--- src/rtl/core/cdb_pkg.sv ---
// Shared types and constants for the circular deque buffer.
package cdb_pkg;

  localparam int unsigned MAX_ELEMENTS_DEF = 255;
  localparam int unsigned WORD_W           = 32;
  localparam int unsigned MODE_W           = 2;
  localparam int unsigned CAP_W            = 8;
  localparam logic [CAP_W-1:0] CAP_RESET   = 8'd255;

  typedef enum logic [MODE_W-1:0] {
    MODE_QUERY      = 2'd0,
    MODE_PUSH_BACK  = 2'd1,
    MODE_PUSH_FRONT = 2'd2,
    MODE_POP_FRONT  = 2'd3
  } mode_t;

  // Flags of one step, from the pointer control to the result stage
  typedef struct packed {
    logic accepted;
    logic is_empty;
    logic is_full;
  } step_stat_t;

endpackage

--- src/rtl/core/cdb_ptr_ctrl.sv ---
// Head/tail pointers, empty flag and ring size; drives the slot store ports.
module cdb_ptr_ctrl import cdb_pkg::*; #(
  parameter int unsigned MAX_ELEMENTS = MAX_ELEMENTS_DEF,
  parameter int unsigned PTR_W        = $clog2(MAX_ELEMENTS_DEF + 1)
) (
  input  logic                     clk,
  input  logic                     rst_n,
  input  logic                     cfg_we,
  input  logic [CAP_W-1:0]         cfg_wdata,
  input  logic                     fire,
  input  logic [MODE_W-1:0]        mode,
  input  logic signed [WORD_W-1:0] push_value,
  output logic                     mem_we,
  output logic [PTR_W-1:0]         mem_waddr,
  output logic [WORD_W-1:0]        mem_wdata,
  output logic                     mem_re,
  output logic [PTR_W-1:0]         mem_raddr_front,
  output logic [PTR_W-1:0]         mem_raddr_back,
  output step_stat_t               stat
);

  localparam int unsigned CW = (CAP_W > PTR_W) ? CAP_W : PTR_W;

  logic [PTR_W-1:0] head_r, head_nxt;
  logic [PTR_W-1:0] tail_r, tail_nxt;
  logic             empty_r, empty_nxt;
  logic [PTR_W-1:0] last_r;   // highest slot index = clamped capacity
  logic             full;
  logic             acc;
  logic             wr;
  mode_t            op;

  function automatic logic [PTR_W-1:0] clamp_last(input logic [CAP_W-1:0] c);
    logic [CW-1:0] ce;
    ce = CW'(c);
    if (ce == '0) begin
      ce = CW'(1);
    end else if (ce > CW'(MAX_ELEMENTS)) begin
      ce = CW'(MAX_ELEMENTS);
    end
    return ce[PTR_W-1:0];
  endfunction

  function automatic logic [PTR_W-1:0] ring_next(input logic [PTR_W-1:0] p,
                                                 input logic [PTR_W-1:0] last);
    return (p >= last) ? '0 : p + PTR_W'(1);
  endfunction

  function automatic logic [PTR_W-1:0] ring_prev(input logic [PTR_W-1:0] p,
                                                 input logic [PTR_W-1:0] last);
    return ((p == '0) || (p > last)) ? last : p - PTR_W'(1);
  endfunction

  assign op   = mode_t'(mode);
  assign full = (head_r == tail_r);

  always_comb begin
    head_nxt  = head_r;
    tail_nxt  = tail_r;
    empty_nxt = empty_r;
    acc       = 1'b0;
    wr        = 1'b0;
    mem_waddr = tail_r;
    unique case (op)
      MODE_PUSH_BACK: begin
        if (!full) begin
          wr        = 1'b1;
          mem_waddr = tail_r;
          tail_nxt  = ring_next(tail_r, last_r);
          empty_nxt = 1'b0;
          acc       = 1'b1;
        end
      end
      MODE_PUSH_FRONT: begin
        if (!full) begin
          wr        = 1'b1;
          mem_waddr = head_r;
          head_nxt  = ring_prev(head_r, last_r);
          empty_nxt = 1'b0;
          acc       = 1'b1;
        end
      end
      MODE_POP_FRONT: begin
        if (!empty_r) begin
          head_nxt = ring_next(head_r, last_r);
          if (ring_next(head_nxt, last_r) == tail_r) begin
            empty_nxt = 1'b1;
          end
          acc = 1'b1;
        end
      end
      MODE_QUERY: begin
      end
      default: begin
      end
    endcase
  end

  assign mem_we          = fire && wr;
  assign mem_wdata       = push_value;
  assign mem_re          = fire;
  assign mem_raddr_front = ring_next(head_nxt, last_r);
  assign mem_raddr_back  = ring_prev(tail_nxt, last_r);

  assign stat.accepted = acc;
  assign stat.is_empty = empty_nxt;
  assign stat.is_full  = (head_nxt == tail_nxt);

  always_ff @(posedge clk) begin
    if (!rst_n) begin
      head_r  <= '0;
      tail_r  <= PTR_W'(1);
      empty_r <= 1'b1;
      last_r  <= clamp_last(CAP_RESET);
    end else if (cfg_we) begin
      // new capacity empties the ring
      head_r  <= '0;
      tail_r  <= PTR_W'(1);
      empty_r <= 1'b1;
      last_r  <= clamp_last(cfg_wdata);
    end else if (fire) begin
      head_r  <= head_nxt;
      tail_r  <= tail_nxt;
      empty_r <= empty_nxt;
    end
  end

  a_ptr_in_ring: assert property (@(posedge clk) disable iff (!rst_n)
    (head_r <= last_r) && (tail_r <= last_r))
    else $error("pointer outside ring");

  a_not_full_and_empty: assert property (@(posedge clk) disable iff (!rst_n)
    !(full && empty_r))
    else $error("ring flagged full and empty at once");

  a_push_fills: assert property (@(posedge clk) disable iff (!rst_n)
    (fire && !cfg_we && acc && (op == MODE_PUSH_BACK || op == MODE_PUSH_FRONT))
      |=> !empty_r)
    else $error("empty flag still set after a push");

  a_full_refuses: assert property (@(posedge clk) disable iff (!rst_n)
    (fire && !cfg_we && full && (op == MODE_PUSH_BACK || op == MODE_PUSH_FRONT))
      |=> ($stable(head_r) && $stable(tail_r)))
    else $error("push moved a pointer while full");

endmodule

--- config.mk ---
export PLATFORM = sky130hd
export DESIGN_NAME = cdb_ptr_ctrl
export DESIGN_NICKNAME = d
export VERILOG_FILES = /design/src/rtl/core/cdb_pkg.sv /design/src/rtl/core/cdb_ptr_ctrl.sv
export SDC_FILE = /design/constraint.sdc
export NUM_CORES = 1
export LEC_CHECK = 0
export BUFFER_PORTS_ARGS = -buffer_cell sky130_fd_sc_hd__buf_2
export CAP_MARGIN = 0
export CELL_PAD_IN_SITES_DETAIL_PLACEMENT = 1
export CELL_PAD_IN_SITES_GLOBAL_PLACEMENT = 1
export CORE_MARGIN = 10
export CORE_UTILIZATION = 30
export CTS_BUF_LIST = sky130_fd_sc_hd__clkbuf_16
export DETAILED_ROUTE_END_ITERATION = 6
export PLACE_DENSITY = 0.67
export SLEW_MARGIN = 40
export SYNTH_ARGS = -nofsm -noshare
export SYNTH_HDL_FRONTEND = slang
export SYNTH_SLANG_ARGS = --single-unit
export TNS_END_PERCENT = 10
--- constraint.sdc ---
create_clock -name clk -period 6.5 [get_ports clk]
set_input_delay 1.3 -clock clk [delete_from_list [all_inputs] [get_ports clk]]
set_output_delay 1.3 -clock clk [all_outputs]
set_load 0.01 [all_outputs]
---- Word level (Yosys, flattened, before mapping) ----
Cells that the tools add are included.
word-level totals
  flip-flop bits (word level) ............. 25
  input port bits ......................... 46
  output and inout port bits .............. 61
  logic and storage cells ................. 55
operators by class
  order comparisons ....................... 7
  equal/unequal tests ..................... 6
  bitwise operators ....................... 1
  reduce and logical (&&, ||, !) cells .... 8
  add/subtract/negate cells ............... 6
  muxes and demuxes ....................... 23
operators by type and width
  cell                 count
  $mux 8               14
  $add 8x1->8 const B  4
  $ge 8x8->1           4
  $eq 8x8->1           3
  $logic_not 8->1      3
  $gt 8x8->1           2
  $pmux 8 s2           1
  $sub 8x1->8 const B  2
  $gt 8x8->1 const B   1
  $mux 1               6
  $eq 2x2->1 const B   2
  $pmux 1 s2           2
  $reduce_or 2->1      2
  $eq 2x1->1 const B   1
  $logic_or 1x1->1     2
  $logic_and 1x1->1    1
  $not 1->1            1

---- Longest topological paths before layout ----
  depth after elaboration ................. 8
  mapped depth ............................ 20

---- Worst setup path after synthesis ----
No wires, ideal clock.
  path kind ............................... input -> output
  from .................................... input port mode[1]
  to ...................................... output port mem_raddr_back[0]
  buffers on the path ..................... 1
  data required time ...................... 5.200 ns
  cell stages on the path ................. 17
  data arrival time ....................... 4.156 ns
  slack ................................... 1.044 ns
  cell sequence ........................... inv_1 ha_1 o21ai_1 clkbuf_1 nor3_1 a21oi_1 inv_1 ha_1 nor2b_1 o21a_1 o21ai_0 nand2b_1 a21oi_1 o21ai_0 o31a_1 a21oi_2 mux2_1
between the ends
  word-level cells in the longest chain between the ends .. 5
  elaborated cells on any way between the ends .. 7
  classes of those cells .................. add/sub: 1; order compare: 1; eq/ne: 1; mux: 2; reduce/logical: 2
ends and longest elaborated chain
  element                                               RTL line            source
  start, declared                                       cdb_ptr_ctrl.sv:11  input logic [MODE_W-1:0] mode,
  $eq 2x1->1 *                                          cdb_ptr_ctrl.sv:64  unique case (op)
  $mux 8 *                                              cdb_ptr_ctrl.sv:64
  via tail_nxt[1]                                       cdb_ptr_ctrl.sv:25  logic [PTR_W-1:0] tail_r, tail_nxt;
  $gt 8x8->1 / $logic_not 8->1 (equally long branches)  cdb_ptr_ctrl.sv:51  return ((p == '0) || (p > last)) ? last : p - PTR_W'(1);
  $logic_or 1x1->1 *                                    cdb_ptr_ctrl.sv:51
  $mux 8 *                                              cdb_ptr_ctrl.sv:51
  end, declared                                         cdb_ptr_ctrl.sv:18  output logic [PTR_W-1:0] mem_raddr_back,
Mark *: on every way through the listed nets, which the timed path passes. The rest lies on a longest branch.

---- Worst setup path in the final report ----
  from .................................... register last_r[5]
  to ...................................... output port mem_raddr_front[7]
between the ends
  word-level cells in the longest chain between the ends .. 7
  elaborated cells on any way between the ends .. 11
  classes of those cells .................. add/sub: 1; order compare: 3; mux: 6; reduce/logical: 1
ends and longest elaborated chain
  element                                           RTL line             source
  start, declared                                   cdb_ptr_ctrl.sv:27   logic [PTR_W-1:0] last_r;
  start signal, assigned                            cdb_ptr_ctrl.sv:114  last_r <= clamp_last(CAP_RESET);
  start signal, assigned                            cdb_ptr_ctrl.sv:120  last_r <= clamp_last(cfg_wdata);
  $gt 8x8->1                                        cdb_ptr_ctrl.sv:51
  $logic_or 1x1->1                                  cdb_ptr_ctrl.sv:51
  $mux 8                                            cdb_ptr_ctrl.sv:51
  $mux 8                                            cdb_ptr_ctrl.sv:75   if (!full) begin
  $pmux 8 s2 *                                      cdb_ptr_ctrl.sv:64
  via head_nxt[1]                                   cdb_ptr_ctrl.sv:24   logic [PTR_W-1:0] head_r, head_nxt;
  $add 8x1->8 / $ge 8x8->1 (equally long branches)  cdb_ptr_ctrl.sv:46   return (p >= last) ? '0 : p + PTR_W'(1);
  $mux 8 *                                          cdb_ptr_ctrl.sv:46
  end, declared                                     cdb_ptr_ctrl.sv:17   output logic [PTR_W-1:0] mem_raddr_front,
Marks and branches as above.

==> results by group <==
Yosys
  • Mapped Nets: 682
  • Avg Inst Size Synth: 7.33 um2
  • Synth Flop Type: dfxtp_1
  • Register area share after synthesis: 0.117
  • Syn. warnings: 0
  • Yosys reg bits: 25
  • Number of flops mapped to enable cells by yosys: 0
  • Post-synth cell types: 83
  • Gate Count Post-Synth: 584
  • Synth Cell Area: 4280 um2
  • Async set-reset flop share out of synthesis: 0

Timing
  • Final Hold Violating Endpoints: 0
  • Setup tns final: 0 ns
  • Setup skew after layout: 0.00786 ns
  • Worst Slack Setup Final: 0.376 ns
  • Min Hold Slack: 0.526 ns
  • Max_slew headroom: 0.478
  • Setup violators final: 0
  • Post-layout minimum cycle time: 6.12 ns
  • Peak Freq: 163 MHz
  • Unrepaired setup endpoints after global routing: false
  • Tightest Pin Transition: 0.783 ns
  • Slew Viols, Final: 0
  • Period utilization: 0.942

Critical path
  • Crit path required time: 5.20 ns
  • CP Launch Type: flop
  • CP endpoint kind: output pin
  • Worst R2R Setup Slack: 2.15 ns
  • Cells on worst reg2reg path: 17
  • Worst EP arrival: 4.82 ns
  • Worst R2R End: empty_r
  • CP max FO: 8
  • RR Startpoint: last_r[5]
  • Kind of critical path: flop to output pin

Floorplanning
  • Initial core utilization: 0.307
  • Die H: 139 um
  • Io pins: 107
  • Die Wd: 139 um
  • Number of placement rows: 43
  • Core Footprint: 13900 um2
  • Die area: 19400 um2

Layout
  • Layout Cells excl Fill: 765
  • Final Util: 0.328
  • Area Overhead vs Synth: 6.66%
  • Final instance area: 4570 um2
  • Layout cell share with drive strength beyond 1: 0.174
  • Diodes inserted: 0
  • Most frequent cells in the layout: nor2_1, ha_1, nand2_1
  • Area of the multi-input gates: 3260 um2
  • # fillers: 1725
  • Nets: 684
  • Most common cell after layout, fill and taps aside: nor2_1
  • Sequential cell area: 500 um2

CTS
  • TritonCTS buffer count: 3
  • Sink Count: 25
  • Clk slew on worst S/H paths: 0.07 ns
  • Clk Latency, worst-skew pair: 0.27 ns
  • Clk Tree Root Cell: clkbuf_16
  • CTS tree: built
  • Bufs on Longest Clock Path: 2
  • Htree depth: 1
  • Cts hold-fix bufs: 0

Power and ir drop
  • Overall power: 0.616 mW
  • Cell Pwr Density: 135 nW/um2
  • Leak: 2.07 nW
  • VDD IR max: 91.0 uV

Global route
  • Total grt overflow: 0
  • Largest net degree at the start of global routing: 26
  • Vias in the first global route: 4650
  • Initial antenna violation count: 0
  • Global-route wire length before repair: 25.7 mm
  • GRT Util Overall: 0.158

Detailed routing
  • Vias post-DR: 4430
  • Routed length per instance: 21.2 um
  • Drt initial violations: 292
  • DRC Markers: 0
  • Routed WL: 16.2 mm
  • Antenna viol nets, final: 0
  • DR vias/cell: 5.79
  • Initial DRT Pass Iterations: 5

Placement
  • Placed Cells: 761
  • PortBufs: 42
  • GP Congestion: 0.936
  • Placed instance area: 4470 um2
  • Post-place setup slack: 0.558 ns
  • DP Wirelength: 12.7 mm

Outcome
  • Status: complete, no violations

Hold path
  • HP Class: flop to flop
  • Worst hold endpoint: head_r[4]
  • Number of cells on the worst hold path: 2
  • Hold Startpoint: head_r[4]

Job
  • Maxcap violations: 0
==> where the power goes <==
group          switching (mW)  internal (mW)
clock network          0.0634         0.0853
logic                   0.181          0.114
registers              0.0124          0.160
total                   0.257          0.359
==> cell usage after synthesis (6+ instances only) <==
master     n  area share
nor2_1    58       0.051
ha_1      52        0.15
nand2_1   51       0.045
buf_4     36       0.063
a21oi_1   28       0.033
xnor2_1   27       0.055
inv_1     26       0.023
dfxtp_1   25        0.12
nor3_1    24       0.028
nand3_1   23       0.027
o21ai_0   21       0.025
buf_2     18       0.021
clkbuf_1  13       0.011
a211oi_1  11       0.019
mux2i_1   10       0.023
nand4_1   10       0.015
o211ai_1  10       0.018
and3_1     9       0.013
o31ai_1    9       0.016
o21ai_1    7      0.0082
a21o_1     6       0.011
nor2b_1    6      0.0088
xor2_1     6       0.012
==> flip-flops by register name, summed over array words and instances (netlist names) <==
register	count
empty_r	1
head_r	8
last_r	8
tail_r	8
==> critical path: stages (launching register included) <==
cell and delay, ns:
dfxtp_1 0.42, inv_1 0.23, ha_1 0.40, nand4_1 0.30
a31oi_2 0.50, nor2_1 0.26, a32o_1 0.33, a21oi_2 0.31
inv_1 0.14, ha_1 0.30, a21o_1 0.16, a21oi_1 0.14
nor2b_1 0.06, o21ai_0 0.15, nand2b_1 0.08, a21oi_1 0.14
o21ai_1 0.22, nor3b_1 0.24, buf_2 0.16
==> worst max-delay path by stage <==
stage	start	end	slack (ns)	depth (start not counted)
6_report	last_r[5]	mem_raddr_front[7]	0.38	18
3_5_place_dp	mode[1]	mem_raddr_back[0]	0.56	19
2_1_floorplan	mode[1]	mem_raddr_back[0]	1.04	17
4_1_cts	last_r[5]	mem_raddr_front[7]	0.28	18
5_1_grt	last_r[5]	mem_raddr_front[7]	0.07	18
3_3_place_gp	mode[0]	mem_raddr_front[7]	0.67	17
==> cells by family after synthesis <==
group	Yosys count	synth area share
compound gates	143	0.251
xor+xnor	33	0.0675
fa+ha+maj	52	0.152
buf+inv	98	0.125
flops	25	0.117
mux	12	0.0286
simple gates	221	0.260
==> metal layers <==
layer  vias up  part of all wire  global-route usage
met5         -                 0                   0
met4         0             0.030              0.0500
met3        37             0.049              0.0201
met2       159              0.48               0.273
met1      2151              0.44               0.198
li1       2083                 -                   -
==> repair_timing <==
| item | CTS | global route |
|---|---|---|
| endpoints found under the setup margin | 0 | 7 |
| setup buffers | 0 | 0 |
| gates resized for setup | 0 | 2 |
==> cell type report <==
cell class / instances / area share
Inverter: 29 / 0.0238
Sequential cell: 25 / 0.110
Tap cell: 180 / 0.0493
Timing Repair Buffer: 66 / 0.0855
Clock inverter: 1 / 0.00192
Clock buffer: 3 / 0.0164
Multi-Input combinational cell: 461 / 0.713
(Power assumes the default switching activity.)
